`src/hw/rtl/ilre_pkg.sv`:
```
// Shared types and constants for the index line record extractor.
// Holds the request payload structs, status codes and register indexes.
// No dependencies.
package ilre_pkg;

  localparam int OFF_BITS   = 48;
  localparam int DELIM_BITS = 16;
  localparam int CFG_IDX_W  = 8;
  localparam int CFG_DATA_W = OFF_BITS;

  localparam logic [7:0] CHAR_NEWLINE = 8'd10;
  localparam logic [7:0] CHAR_COMMA   = 8'd44;
  localparam logic [7:0] CHAR_ZERO    = 8'd48;
  localparam logic [7:0] CHAR_NINE    = 8'd57;
  localparam logic [3:0] RADIX        = 4'd10;

  localparam logic [CFG_IDX_W-1:0] REG_SEP_LEN      = 8'd0;
  localparam logic [CFG_IDX_W-1:0] REG_DATA_BASE    = 8'd1;
  localparam logic [CFG_IDX_W-1:0] REG_DATA_SPACE   = 8'd2;
  localparam logic [CFG_IDX_W-1:0] REG_RECORD_LIMIT = 8'd3;

  typedef enum logic [1:0] {
    ST_RECORD    = 2'd0,
    ST_NO_SPACE  = 2'd1,
    ST_MALFORMED = 2'd2
  } status_t;

  typedef struct packed {
    logic [7:0] text_byte;
    logic       stream_end;
  } in_item_t;

  typedef struct packed {
    logic [OFF_BITS-1:0] record_offset;
    logic [OFF_BITS-1:0] record_length;
    status_t             status;
    logic                final_res;
  } out_item_t;

  // Summary of the current line after the byte being processed.
  typedef struct packed {
    logic [1:0]          commas;
    logic                prior_bad;
    logic [OFF_BITS-1:0] prior_value;
  } line_info_t;

endpackage

```
`src/hw/rtl/ilre_line_parser.sv`:
```
// Per-line field parser: decimal accumulation with saturation and comma tracking.
// Depends on ilre_pkg.
module ilre_line_parser import ilre_pkg::*; (
  input  logic       clk,
  input  logic       rst_n,
  input  logic       step_en,
  input  logic       line_close,
  input  in_item_t   item,
  output line_info_t line_nxt
);

  localparam int PROD_W = OFF_BITS + 4;

  logic [OFF_BITS-1:0] field_value_r, field_value_nxt;
  logic                field_bad_r, field_bad_nxt;
  logic [OFF_BITS-1:0] prior_value_r, prior_value_nxt;
  logic                prior_bad_r, prior_bad_nxt;
  logic [1:0]          comma_seen_r, comma_seen_nxt;

  logic [PROD_W-1:0] ext_val;
  logic [PROD_W-1:0] prod;
  logic [3:0]        digit;
  logic              is_digit;

  assign digit    = 4'(item.text_byte - CHAR_ZERO);
  assign is_digit = (item.text_byte >= CHAR_ZERO) && (item.text_byte <= CHAR_NINE);
  assign ext_val  = PROD_W'(field_value_r);
  // Ten times the value as two shifts, plus the new digit.
  assign prod     = (ext_val << 3) + (ext_val << 1) + PROD_W'(digit);

  always_comb begin
    field_value_nxt = field_value_r;
    field_bad_nxt   = field_bad_r;
    prior_value_nxt = prior_value_r;
    prior_bad_nxt   = prior_bad_r;
    comma_seen_nxt  = comma_seen_r;
    if (item.text_byte == CHAR_COMMA) begin
      prior_value_nxt = field_value_r;
      prior_bad_nxt   = field_bad_r;
      field_value_nxt = '0;
      field_bad_nxt   = 1'b0;
      if (comma_seen_r != 2'd2) begin
        comma_seen_nxt = comma_seen_r + 2'd1;
      end
    end else if (is_digit) begin
      if (|prod[PROD_W-1:OFF_BITS]) begin
        field_value_nxt = '1;
      end else begin
        field_value_nxt = prod[OFF_BITS-1:0];
      end
    end else if (item.text_byte != CHAR_NEWLINE) begin
      field_bad_nxt = 1'b1;
    end
  end

  assign line_nxt.commas      = comma_seen_nxt;
  assign line_nxt.prior_bad   = prior_bad_nxt;
  assign line_nxt.prior_value = prior_value_nxt;

  always_ff @(posedge clk) begin
    if (!rst_n) begin
      field_value_r <= '0;
      field_bad_r   <= 1'b0;
      prior_value_r <= '0;
      prior_bad_r   <= 1'b0;
      comma_seen_r  <= 2'd0;
    end else if (step_en) begin
      if (line_close) begin
        field_value_r <= '0;
        field_bad_r   <= 1'b0;
        prior_value_r <= '0;
        prior_bad_r   <= 1'b0;
        comma_seen_r  <= 2'd0;
      end else begin
        field_value_r <= field_value_nxt;
        field_bad_r   <= field_bad_nxt;
        prior_value_r <= prior_value_nxt;
        prior_bad_r   <= prior_bad_nxt;
        comma_seen_r  <= comma_seen_nxt;
      end
    end
  end

endmodule

```
`src/hw/rtl/ilre_record_unit.sv`:
```
// Record bookkeeping: data space check, record count, halt flag, result build.
// Depends on ilre_pkg.
module ilre_record_unit import ilre_pkg::*; #(
  parameter int COUNT_BITS = 24
) (
  input  logic                  clk,
  input  logic                  rst_n,
  input  logic                  step_valid,
  input  in_item_t              item,
  input  line_info_t            line_nxt,
  input  logic [DELIM_BITS-1:0] sep_len,
  input  logic [OFF_BITS-1:0]   data_base,
  input  logic [OFF_BITS-1:0]   data_space,
  input  logic [COUNT_BITS-1:0] record_limit,
  output logic                  parse_en,
  output logic                  line_close,
  output logic                  res_valid,
  output out_item_t             res_item
);

  localparam int SUM_W = OFF_BITS + 2;

  logic [OFF_BITS-1:0]   data_used_r, data_used_nxt;
  logic [COUNT_BITS-1:0] records_done_r, records_done_nxt;
  logic                  halted_r, halted_nxt;

  logic             active, limit_hit, malformed, over;
  logic [SUM_W-1:0] need, total;

  assign active     = step_valid && !halted_r;
  assign limit_hit  = records_done_r >= record_limit;
  assign parse_en   = active && !limit_hit;
  assign line_close = parse_en && ((item.text_byte == CHAR_NEWLINE) || item.stream_end);

  assign malformed = (line_nxt.commas != 2'd2) || line_nxt.prior_bad;
  assign need      = SUM_W'(line_nxt.prior_value) + SUM_W'(sep_len);
  assign total     = SUM_W'(data_used_r) + need;
  // The extra top bits make a carry out of the offset range count as exceeding.
  assign over      = total > SUM_W'(data_space);

  always_comb begin
    data_used_nxt           = data_used_r;
    records_done_nxt        = records_done_r;
    halted_nxt              = halted_r;
    res_valid               = 1'b0;
    res_item.record_offset  = '0;
    res_item.record_length  = '0;
    res_item.status         = ST_RECORD;
    res_item.final_res      = 1'b1;
    if (active && limit_hit) begin
      halted_nxt = 1'b1;
    end else if (line_close) begin
      res_valid = 1'b1;
      if (malformed) begin
        halted_nxt      = 1'b1;
        res_item.status = ST_MALFORMED;
      end else if (over) begin
        halted_nxt      = 1'b1;
        res_item.status = ST_NO_SPACE;
      end else begin
        res_item.record_offset = data_base + data_used_r;
        res_item.record_length = line_nxt.prior_value;
        data_used_nxt          = total[OFF_BITS-1:0];
        records_done_nxt       = records_done_r + COUNT_BITS'(1);
        if (item.stream_end || (records_done_nxt >= record_limit)) begin
          halted_nxt         = 1'b1;
          res_item.final_res = 1'b1;
        end else begin
          res_item.final_res = 1'b0;
        end
      end
    end
  end

  always_ff @(posedge clk) begin
    if (!rst_n) begin
      data_used_r    <= '0;
      records_done_r <= '0;
      halted_r       <= 1'b0;
    end else begin
      data_used_r    <= data_used_nxt;
      records_done_r <= records_done_nxt;
      halted_r       <= halted_nxt;
    end
  end

endmodule

```
`src/hw/rtl/ilre_out_queue.sv`:
```
// Two-entry result queue that lets the parser keep running while a result waits.
// Depends on ilre_pkg.
module ilre_out_queue import ilre_pkg::*; (
  input  logic      clk,
  input  logic      rst_n,
  input  logic      wr_en,
  input  out_item_t wr_item,
  output logic      full,
  output logic      out_valid,
  input  logic      out_ready,
  output out_item_t out_data
);

  out_item_t  ent_r [2];
  logic       wptr_r, rptr_r;
  logic [1:0] cnt_r, cnt_nxt;
  logic       rd_en;

  assign full      = cnt_r == 2'd2;
  assign out_valid = cnt_r != 2'd0;
  assign out_data  = ent_r[rptr_r];
  assign rd_en     = out_valid && out_ready;

  always_comb begin
    cnt_nxt = cnt_r;
    if (wr_en && !rd_en) begin
      cnt_nxt = cnt_r + 2'd1;
    end else if (rd_en && !wr_en) begin
      cnt_nxt = cnt_r - 2'd1;
    end
  end

  always_ff @(posedge clk) begin
    if (wr_en) begin
      ent_r[wptr_r] <= wr_item;
    end
  end

  always_ff @(posedge clk) begin
    if (!rst_n) begin
      wptr_r <= 1'b0;
      rptr_r <= 1'b0;
      cnt_r  <= 2'd0;
    end else begin
      cnt_r <= cnt_nxt;
      if (wr_en) begin
        wptr_r <= !wptr_r;
      end
      if (rd_en) begin
        rptr_r <= !rptr_r;
      end
    end
  end

endmodule

```
`src/hw/rtl/index_line_record_extractor_top.sv`:
```
// Index line record extractor, top level.
// Input channel: one index text byte per request (in_data.text_byte, in_data.stream_end).
// Output channel: one record request per closed line (offset, length, status, final_res).
// Config channel: cfg_index 0..3 selects the delimiter length, data base, data space and
// record limit; other indexes are ignored. cfg_ready is always high; write only while idle.
// An accepted byte is held in the input register, is parsed and, on a newline or stream
// end, its result enters a two-entry output queue. out_valid is driven by the queue, so a
// result passes through the input register and a queue entry before it can be taken.
// The input takes one byte per cycle while the output queue is not full; the digit
// accumulate and the data-space add and compare are combinational.
// When the receiver stalls the queue fills; with two results waiting the input register
// holds its byte and in_ready stays low until the cycle after a result is taken.
// Synchronous reset (rst_n low) clears the config registers, input valid flag, queue
// pointers, line state, counters and the halt flag. Once halted (error, record limit or
// stream end) bytes are taken and dropped until the next reset.
// Depends on ilre_pkg, ilre_line_parser, ilre_record_unit, ilre_out_queue.
module index_line_record_extractor_top import ilre_pkg::*; #(
  parameter int COUNT_BITS = 24
) (
  input  logic                  clk,
  input  logic                  rst_n,
  input  logic                  in_valid,
  output logic                  in_ready,
  input  in_item_t              in_data,
  output logic                  out_valid,
  input  logic                  out_ready,
  output out_item_t             out_data,
  input  logic                  cfg_valid,
  output logic                  cfg_ready,
  input  logic [CFG_IDX_W-1:0]  cfg_index,
  input  logic [CFG_DATA_W-1:0] cfg_data
);

  logic [DELIM_BITS-1:0] sep_len_r;
  logic [OFF_BITS-1:0]   data_base_r, data_space_r;
  logic [COUNT_BITS-1:0] record_limit_r;

  in_item_t   in_item_r;
  logic       in_valid_r;
  logic       advance, q_full;
  logic       parse_en, line_close, res_valid;
  out_item_t  res_item;
  line_info_t line_nxt;

  assign cfg_ready = 1'b1;
  assign advance   = in_valid_r && !q_full;
  assign in_ready  = !in_valid_r || advance;

  always_ff @(posedge clk) begin
    if (!rst_n) begin
      sep_len_r      <= '0;
      data_base_r    <= '0;
      data_space_r   <= '0;
      record_limit_r <= '0;
    end else if (cfg_valid && cfg_ready) begin
      case (cfg_index)
        REG_SEP_LEN:      sep_len_r      <= cfg_data[DELIM_BITS-1:0];
        REG_DATA_BASE:    data_base_r    <= cfg_data[OFF_BITS-1:0];
        REG_DATA_SPACE:   data_space_r   <= cfg_data[OFF_BITS-1:0];
        REG_RECORD_LIMIT: record_limit_r <= cfg_data[COUNT_BITS-1:0];
        default: begin
        end
      endcase
    end
  end

  always_ff @(posedge clk) begin
    if (in_valid && in_ready) begin
      in_item_r <= in_data;
    end
  end

  always_ff @(posedge clk) begin
    if (!rst_n) begin
      in_valid_r <= 1'b0;
    end else if (in_ready) begin
      in_valid_r <= in_valid;
    end
  end

  ilre_line_parser u_parser (
    .clk        (clk),
    .rst_n      (rst_n),
    .step_en    (parse_en),
    .line_close (line_close),
    .item       (in_item_r),
    .line_nxt   (line_nxt)
  );

  ilre_record_unit #(
    .COUNT_BITS (COUNT_BITS)
  ) u_record (
    .clk          (clk),
    .rst_n        (rst_n),
    .step_valid   (advance),
    .item         (in_item_r),
    .line_nxt     (line_nxt),
    .sep_len      (sep_len_r),
    .data_base    (data_base_r),
    .data_space   (data_space_r),
    .record_limit (record_limit_r),
    .parse_en     (parse_en),
    .line_close   (line_close),
    .res_valid    (res_valid),
    .res_item     (res_item)
  );

  ilre_out_queue u_queue (
    .clk       (clk),
    .rst_n     (rst_n),
    .wr_en     (res_valid),
    .wr_item   (res_item),
    .full      (q_full),
    .out_valid (out_valid),
    .out_ready (out_ready),
    .out_data  (out_data)
  );

endmodule

```
`config.mk`:
```
export PLATFORM = sky130hd
export DESIGN_NAME = index_line_record_extractor_top
export DESIGN_NICKNAME = d
export VERILOG_FILES = /design/src/hw/rtl/ilre_pkg.sv /design/src/hw/rtl/ilre_line_parser.sv /design/src/hw/rtl/ilre_record_unit.sv /design/src/hw/rtl/ilre_out_queue.sv /design/src/hw/rtl/index_line_record_extractor_top.sv
export SDC_FILE = /design/constraint.sdc
export NUM_CORES = 1
export LEC_CHECK = 0
export BUFFER_PORTS_ARGS = -buffer_cell sky130_fd_sc_hd__clkbuf_2
export CORE_MARGIN = 3
export CORE_UTILIZATION = 38
export DETAILED_ROUTE_END_ITERATION = 8
export SLEW_MARGIN = 20
export SYNTH_ARGS = -nofsm -noshare
export SYNTH_HDL_FRONTEND = slang
export SYNTH_SLANG_ARGS = --single-unit
export TNS_END_PERCENT = 5
```
`constraint.sdc`:
```
create_clock -name clk -period 13.9 [get_ports clk]
set_clock_uncertainty 0.2 [all_clocks]
set_input_delay 0.695 -clock clk [delete_from_list [all_inputs] [get_ports clk]]
set_output_delay 0.695 -clock clk [all_outputs]
set_load 0.1 [all_outputs]
```
Word level (Yosys, flattened, before mapping)
Memory sizes are Yosys's and may differ from the RTL's. A register that Yosys moved wholly into a read port is not among the register bits.
Index checks and enable logic that the tools add are counted.
{ "classes": {"n_addsub": 10, "magnitude_cmp": 5, "n_eq_ne": 10, "n_mux": 37, "n_bitwise": 3, "n_reduce_logical": 38} }
{ "op_table": {"columns": ["op", "n"], "rows": [
  ["2-to-1 mux 48 bit", 6],
  ["2-to-1 mux 99 bit", 2],
  ["2-to-1 mux 96 bit", 2],
  ["adder 51 x 49 -> 52 bit", 1],
  ["adder 52 x 4 -> 52 bit", 1],
  ["adder 48 x 50 -> 50 bit", 1],
  ["greater-than comparator 50 x 48 -> 1 bit", 1],
  ["adder 48 x 16 -> 49 bit", 1],
  ["adder 48 bit", 1],
  [">= comparator 24 bit", 2],
  ["adder 24 x 1 -> 24 bit (second input constant)", 1],
  ["2-to-1 mux 1 bit", 21],
  ["== test 8 x 2 -> 1 bit (second input constant)", 2],
  ["2-to-1 mux 2 bit", 6],
  ["AND reduction 2 bit", 6],
  ["logical AND 1 bit", 10],
  ["== test 8 x 1 -> 1 bit (second input constant)", 1],
  ["== test 8 x 4 -> 1 bit (second input constant)", 1],
  ["== test 8 x 6 -> 1 bit (second input constant)", 1],
  [">= comparator 8 x 6 -> 1 bit (second input constant)", 1],
  ["less-or-equal comparator 8 x 6 -> 1 bit (second input constant)", 1],
  ["zero test 1 bit", 8],
  ["zero test 8 bit", 1],
  ["!= test 8 x 4 -> 1 bit (second input constant)", 1],
  ["14 further kinds", 24]
]} }
{ "word_totals": {"regBits": 323, "ram_bits": 198, "input_bits": 70, "out_inout_bits": 102, "wordCells": 122, "n_memories": 1} }
{ "mem_list": {"columns": ["memory", "words", "width", "rd", "rd_ports_with_merged_regs", "write_ports", "line_no", "source"], "rows": [
  ["u_queue.ent_r", 2, 99, 1, 1, 1, "ilre_out_queue.sv:14", "out_item_t ent_r [2];"]
]} }

Depth between registers and ports, before layout
Gate-level depths: netlist of run 1.
{ "logic_depth": {"ltp_word": 12, "ltp_mapped": 42, "mapped_depth_nobuf": 37} }

By module
Synthesis of run 1 repeated with hierarchy kept, for this count alone.
{ "unflattened": {"cells_unflattened": 3508, "area_unflattened_um2": 33468.3} }
{ "by_module_without_submodules": {"columns": ["module", "instances", "cells_each", "area_each_um2", "seq_area_each_um2"], "rows": [
  ["ilre_record_unit", 1, 1665, 12419.4, 1461.4],
  ["ilre_line_parser", 1, 996, 8313.0, 2001.9],
  ["ilre_out_queue", 1, 330, 7392.1, 6045.8],
  ["index_line_record_extractor_top", 1, 517, 5343.9, 3012.9]
]} }

Worst setup path after synthesis of run 1
Ideal clock, no wire load.
{ "synth_path": {"path_type": "register to register", "from": "reg in_item_r[1] (netlist name)", "to": "mem u_queue.ent_r[0][51] (netlist name), data pin", "setup_ns": 0.258, "t_arrival_ns": 7.923, "t_required_ns": 13.442, "setup_slack_ns": 5.519, "path_stages_with_launch": 40, "n_path_buf": 6, "synth_period_minus_slack_ns": 8.381, "path_cell_list": "edfxtp_1 nor4bb_1 and3_1 buf_4 buf_1 buf_1 mux2i_1 inv_1 ha_1 nand2_1 a211oi_1 o21ai_0 a21oi_2 and2_1 clkbuf_1 nor2b_1 nand3_1 xnor2_1 (+4 left out) o211a_1 a221oi_1 nor2_1 or3_1 a21oi_1 o21ai_0 xnor2_1 ha_1 nand4_1 nor2_1 nand3_1 a41o_1 a21oi_1 nor2_1 o21a_1 buf_4 buf_4 and2_1"} }
{ "synth_lines": {"columns": ["element", "line_no", "source"], "rows": [
  ["from (decl)", "index_line_record_extractor_top.sv:38", "in_item_t in_item_r;"],
  ["from (signal assigned)", "index_line_record_extractor_top.sv:69", "in_item_r <= in_data;"],
  ["to (decl)", "ilre_out_queue.sv:14", null]
]} }

==> metrics, run 1 <==
outcome=completed; syn_nets=4100; RSZ-0062 raised after global routing=no; pre-CTS setup slack=3.56 ns; P per Cell Area=92.7 mW/mm^2; total gr overflow=0; CTS Buf Count=59; routed vias/inst=5.41; largest net degree at the start of global routing=87; Comb pwr share=5.2%; P_leak=0.0148 uW; Psw=818 uW; num rows=107; root buffer cell=clkbuf_16; IO buf count=170; die width=301 um; endpoints failing setup=0; CTS tree=yes; Mapped Cells=3718; post-synthesis area per instance=8.87 sq um; # IOs=172; CP endpoint kind=register; gpl congestion=0.913; Post-DP HPWL=69000 um; largest area contributor in the netlist=dfxtp_1; Netlist cell types=96; sequential share of the synthesized area=38.0%; number of fill cells in the layout=8485; clk slew on worst S/H paths=0.05 ns; core region area=0.0857 sq mm; Total Wirelength=92400 um; path type of the worst setup path=register to register; Required @ worst endpoint=14.06 ns; Routed Antenna Nets=0; CP max stage delay=0.60 ns; max_slew headroom=28.2%; Synth Cell Area=0.0330 sq mm; placed cells=4882; CTS Hold Bufs=0; Final TNS setup=0 ns; Max-Cap Viols=0; Max VDD drop=0.0999 mV; Yosys reg bits=522; clock share of power=48.0%; Hold/Removal Path Class=input port to register; P_int=2600 uW; via count=27000; Sw Share=23.9%; die height=301 um; fmax=0.0970 GHz; Setup WS post-layout=3.60 ns; area taken by multi-input logic gates=0.0193 sq mm; DRC violations left=0; most used flip-flop cell after synthesis=dfxtp_1; nets@finish=4181; drt first pass iters=5; vias in the first global route=25900; Reg area=0.0125 sq mm; Final Max Slew Viols=0; Clock Latency Late Sink=0.65 ns; initial antenna violation count=1; ys async rst share=0%; fin cells=4995; period utilization=74.1%; H-tree lvl count=2; final hold viol count=0; Starting DRT DRC Count=1600; nature of the critical path startpoint=register; Starting Density=38.5%; DR WL/cell=18.5 um; area delta synth->final=11.7%; ratio of cells with drive above 1 in the final layout=12.1%; Post-synth EDFFs=207; Synth top area share=19.1%; Tmin final=10.30 ns; CTS resizes=0; worst slew pin tran=1.08 ns; GRT Util Overall=20.0%; clock buffer depth=3; Die Area=0.0904 sq mm; Seq pwr share=46.8%; first-pass GRT wire length=145000 um; Synth area leaders=dfxtp_1, edfxtp_1, ha_1; Yosys warnings=0; WP data arrival=10.47 ns; Post-CTS Setup Inserts=0; Crit-path slowest cell=buf_4; clock sinks=522; crit-path max FO=63
## critical path: cells and delay by family (launching register included)
family | cells | cell delay, ns
DFF | 1 | 0.40
AOI/OAI and AO/OA | 14 | 3.66
muxes | 1 | 0.25
adders and majority gates | 4 | 1.06
xor gates and xnor gates | 2 | 0.34
and+or+nand+nor | 12 | 2.15
buffers and inverters | 4 | 1.93
## kinds of logic (layout without fill, tap and decap cells)
kind of cell    Yosys count  in the layout  synth area share, %
other cells               1              2               0.0114
flops                   522            522                 38.0
simple gates           1283           1283                 17.9
fa+ha+maj               312            312                 11.9
mux                     167            167                 5.45
xor+xnor                202            202                 5.36
buf+inv                 304            436                 3.75
compound gates          927            927                 17.6
## final timing paths
path                                   startpoint              endpoint  slack (ns)  cells after the start
worst max-delay path                 in_item_r[3]  u_queue.ent_r[0][86]        3.60                     37
worst min-delay path                   in_data[5]          in_item_r[5]        0.06                      1
worst max register to register       in_item_r[3]  u_queue.ent_r[0][86]        3.60                     37
worst min register to register  record_limit_r[1]     record_limit_r[1]        0.25                      2
## per-stage QoR
step                hold WS, ns  utilization (%)  power, uW  cell area [sq um]
detailed placement        0.246             40.6       1810              34800
CTS                      0.0253             43.0       3460              36800
finish                   0.0606             43.0       3420              36900
global placement          0.242             40.6       1810              34800
floorplan                 0.236                -       1760              33000
global route             0.0437             43.0       3530              36900
## registers in the layout, summed over array words and instances (netlist names), named ones only
name,count
in_item_r,9
u_parser.prior_value_r,48
u_record.records_done_r,24
u_parser.prior_bad_r,1
in_valid_r,1
u_queue.cnt_r,2
u_queue.rptr_r,1
data_base_r,48
sep_len_r,16
u_queue.ent_r,198
u_record.data_used_r,48
u_queue.wptr_r,1
data_space_r,48
u_parser.comma_seen_r,2
u_parser.field_bad_r,1
record_limit_r,24
u_parser.field_value_r,48
u_record.halted_r,1
## cells in the mapped netlist, drive strengths merged, types with 8 or more instances
cell	count
o31ai	11
or2	9
a211o	11
mux2	100
a211oi	27
nand3	91
nor4	16
xor2	89
mux2i	67
nor2b	25
a21oi	387
a22oi	39
a31oi	27
and3	47
clkbuf	115
nor2	277
a21o	80
dfxtp	315
nor3b	13
o21bai	31
edfxtp	207
nand2b	26
or3	21
buf	55
o211ai	14
o21a	34
nand4	48
a31o	8
and2	22
xnor2	113
ha	307
a221oi	9
nand2	556
a21boi	15
and4	11
o21ai	171
nor3	100
inv	134
## area by class of cell
class | instances | share of cell area, %
multi-input combinational | 2892 | 52.4
sequential | 522 | 34.0
clock buffer | 79 | 4.58
tap | 1144 | 3.88
timing repair buffer | 190 | 2.77
inverter | 134 | 1.38
clock inverter | 33 | 1.01
antenna | 1 | 0.00679
## power groups by stage
| stage | Combinational, uW | Clock (uW) | Sequential, uW |
|---|---|---|---|
| floorplan | 135 | 0 | 1620 |
| global placement | 178 | 0 | 1630 |
| CTS | 178 | 1680 | 1600 |
| global route | 185 | 1740 | 1600 |
| finish | 177 | 1640 | 1600 |
| detailed placement | 178 | 0 | 1630 |
## per-layer routing
layer  vias to the layer above  global-route usage [%]  routed length [um]
li1                      13500                       -                   -
met1                     12700                    29.4               45200
met2                       707                    31.4               40500
met3                       103                    2.42                4960
met4                         0                    4.14                1750
met5                         -                       0                   0
## placed cells by master, fill, tap and decap left out, types with 80 or more instances in the layout
cell and n:
edfxtp_1 207, inv_1 133, dfxtp_1 314, xor2_1 89, nand3_1 89, o21ai_0 119
mux2_2 100, nand2_1 556, xnor2_1 112, nor3_1 81, a21oi_1 382, a21o_1 80
clkbuf_2 172, nor2_1 274, ha_1 307
(Power assumes the default switching activity.)
==> run 2: changes to the inputs <==
==> constraint.sdc (replaced) <==
create_clock -name clk -period 9.85 [get_ports clk]
set_clock_uncertainty 0.2 [all_clocks]
set_input_delay 0.4925 -clock clk [delete_from_list [all_inputs] [get_ports clk]]
set_output_delay 0.4925 -clock clk [all_outputs]
set_load 0.1 [all_outputs]
==> run 2 against run 1 <==
  * Count of clock-buffer cells in the layout shrank 10
  * Die area stayed put
  * Critical path depth down 2
  * Worst setup slack worse by 3.0 ns
  * Routed wire length is 0.45% lower
  * Register-to-register slack worse by 3.0 ns
  * Maximum frequency up 11%
  * Final area grew 1.9%
  * Sequential power increased by 41%
  * Sequential share of layout area is 0.64 points lower
  * Cell count is 1.3% higher
  * Power rose by 41%
  * Highest routed layer unchanged
==> metrics, run 2 (same netlist as run 1, synthesis figures left out) <==
outcome=completed; number of fill cells in the layout=8430; first-pass GRT wire length=143000 um; via count=27400; n_diodes=0; largest net degree at the start of global routing=113; Starting DRT DRC Count=1990; DRC violations left=0; GRT Util Overall=19.7%; clock sinks=522; gpl congestion=0.938; worst slew pin tran=1.03 ns; area delta synth->final=13.9%; crit-path max FO=13; num rows=107; reg-to-reg setup timing slack=0.57 ns; P per Cell Area=128 mW/mm^2; period utilization=94.2%; CTS Buf Count=57; Top reg by flops=u_queue.ent_r; Final Max Slew Viols=0; # IOs=172; P_leak=0.0151 uW; Crit-path slowest cell=edfxtp_1; fmax=0.108 GHz; core region area=0.0857 sq mm; path depth of the worst reg2reg path=35; Hold/Removal Path Class=input port to register; Clock Latency Late Sink=0.64 ns; die width=301 um; crit path capture=u_queue.ent_r[0][14]; vias in the first global route=25900; most frequent cells in the layout=nand2_1, a21oi_1, dfxtp_1; RSZ-0062 raised after global routing=no; clk slew on worst S/H paths=0.06 ns; max_slew headroom=31.2%; Required @ worst endpoint=10.00 ns; fin cells=5061; Die Area=0.0904 sq mm; placed cells=4894; endpoints failing setup=0; die height=301 um; CTS tree=yes; reg2reg end=u_queue.ent_r[0][14]; final hold viol count=0; clock buffer depth=3; H-tree lvl count=2; hold path start=cfg_data[11]; routed vias/inst=5.41; max reg flops=198; Crit. Startpoint=in_item_r[1]; Post-DP HPWL=68800 um; Routed Antenna Nets=0; path type of the worst setup path=register to register; initial antenna violation count=2; nets@finish=4250; area taken by multi-input logic gates=0.0194 sq mm; IO buf count=170; Max VDD drop=0.139 mV; Final TNS setup=0 ns; fin util=43.8%; CP endpoint kind=register; Reg area=0.0125 sq mm; ratio of cells with drive above 1 in the final layout=12.5%; commonest non-fill, non-tap cell in the layout=nand2_1; total gr overflow=0; CP max stage delay=0.42 ns; Starting Density=38.5%; Critical R2R Launch=in_item_r[1]; most frequent CP cell=a21oi_1; nature of the critical path startpoint=register; DR WL/cell=18.2 um; root buffer cell=clkbuf_16; Total Wirelength=92000 um; Tmin final=9.28 ns; Max-Cap Viols=0; drt first pass iters=7; WP data arrival=9.42 ns
run 2: cell types whose count changed in the layout (fill, tap and decap cells not counted), sizes merged:
cell,previous run,this run
buf,20,34
clkinvlp,2,6
clkinv,18,17
diode,1,0
o21ai,171,172
dlygate4sd3,0,56
bufinv,6,9
clkbuf,249,239
run 2: report_power, final:
| group | switching (uW) | leakage (uW) | internal, uW | total (uW) |
|---|---|---|---|---|
| Combinational | 192 | 0.00963 | 75.5 | 267 |
| Clock | 934 | 0.000982 | 1360 | 2290 |
| Sequential | 19.6 | 0.00449 | 2240 | 2260 |
| Total | 1150 | 0.0151 | 3670 | 4820 |
run 2: final cells by class:
cell class | count | area share [%]
flip-flops and latches | 522 | 33.3
well taps | 1144 | 3.81
clock inverters | 39 | 1.26
inverters | 134 | 1.35
clock buffers | 69 | 4.11
repair buffers | 260 | 4.60
multi-input cells | 2893 | 51.5
run 2: what timing repair did:
item / CTS / global route
setup endpoints to repair: 264 / 264
pin swaps: 0 / 1
resized for setup: 2 / 12
hold endpoints to repair: 116 / 0
hold buffers: 56 / 0
cloned: 0 / 1
setup buffers: 0 / 1
run 2: worst min path at each step:
stage                              end  cells past startpoint
floorplan             data_space_r[10]                      2
global placement      data_space_r[22]                      2
detailed placement  record_limit_r[14]                      2
CTS                    data_base_r[11]                      3
global route           data_base_r[11]                      3
finish                data_space_r[11]                      3
run 2: critical path: cells and delay by family, from the launching register on:
kind                       cells  cell delay [ns]
AOI/OAI and AO/OA             18             4.19
and+or+nand+nor                9             2.14
adders and majority gates      3             0.93
buffers and inverters          3             0.58
DFF                            1             0.42
muxes                          1             0.33
xor gates and xnor gates       1             0.14
run 2: metrics by stage:
stage | instance area [sq um] | power [uW] | hold slack (ns) | worst slack, ns
after global routing | 37600 | 4960 | 0.0209 | 0.0811
after global placement | 34900 | 2550 | 0.242 | -0.263
after detailed placement | 34900 | 2550 | 0.248 | -0.393
final | 37600 | 4820 | 0.0553 | 0.573
after CTS | 37500 | 4880 | 0.0107 | 0.0825
after floorplan | 33000 | 2480 | 0.236 | 1.47
run 2: per-layer routing:
metal  track usage (%)  wire, um  vias up
li1                  -         -    13700
met1              28.1     44400    12900
met2              30.5     39700      672
met3              2.88      4830      146
met4              6.56      3090        0
met5                 0         0        -
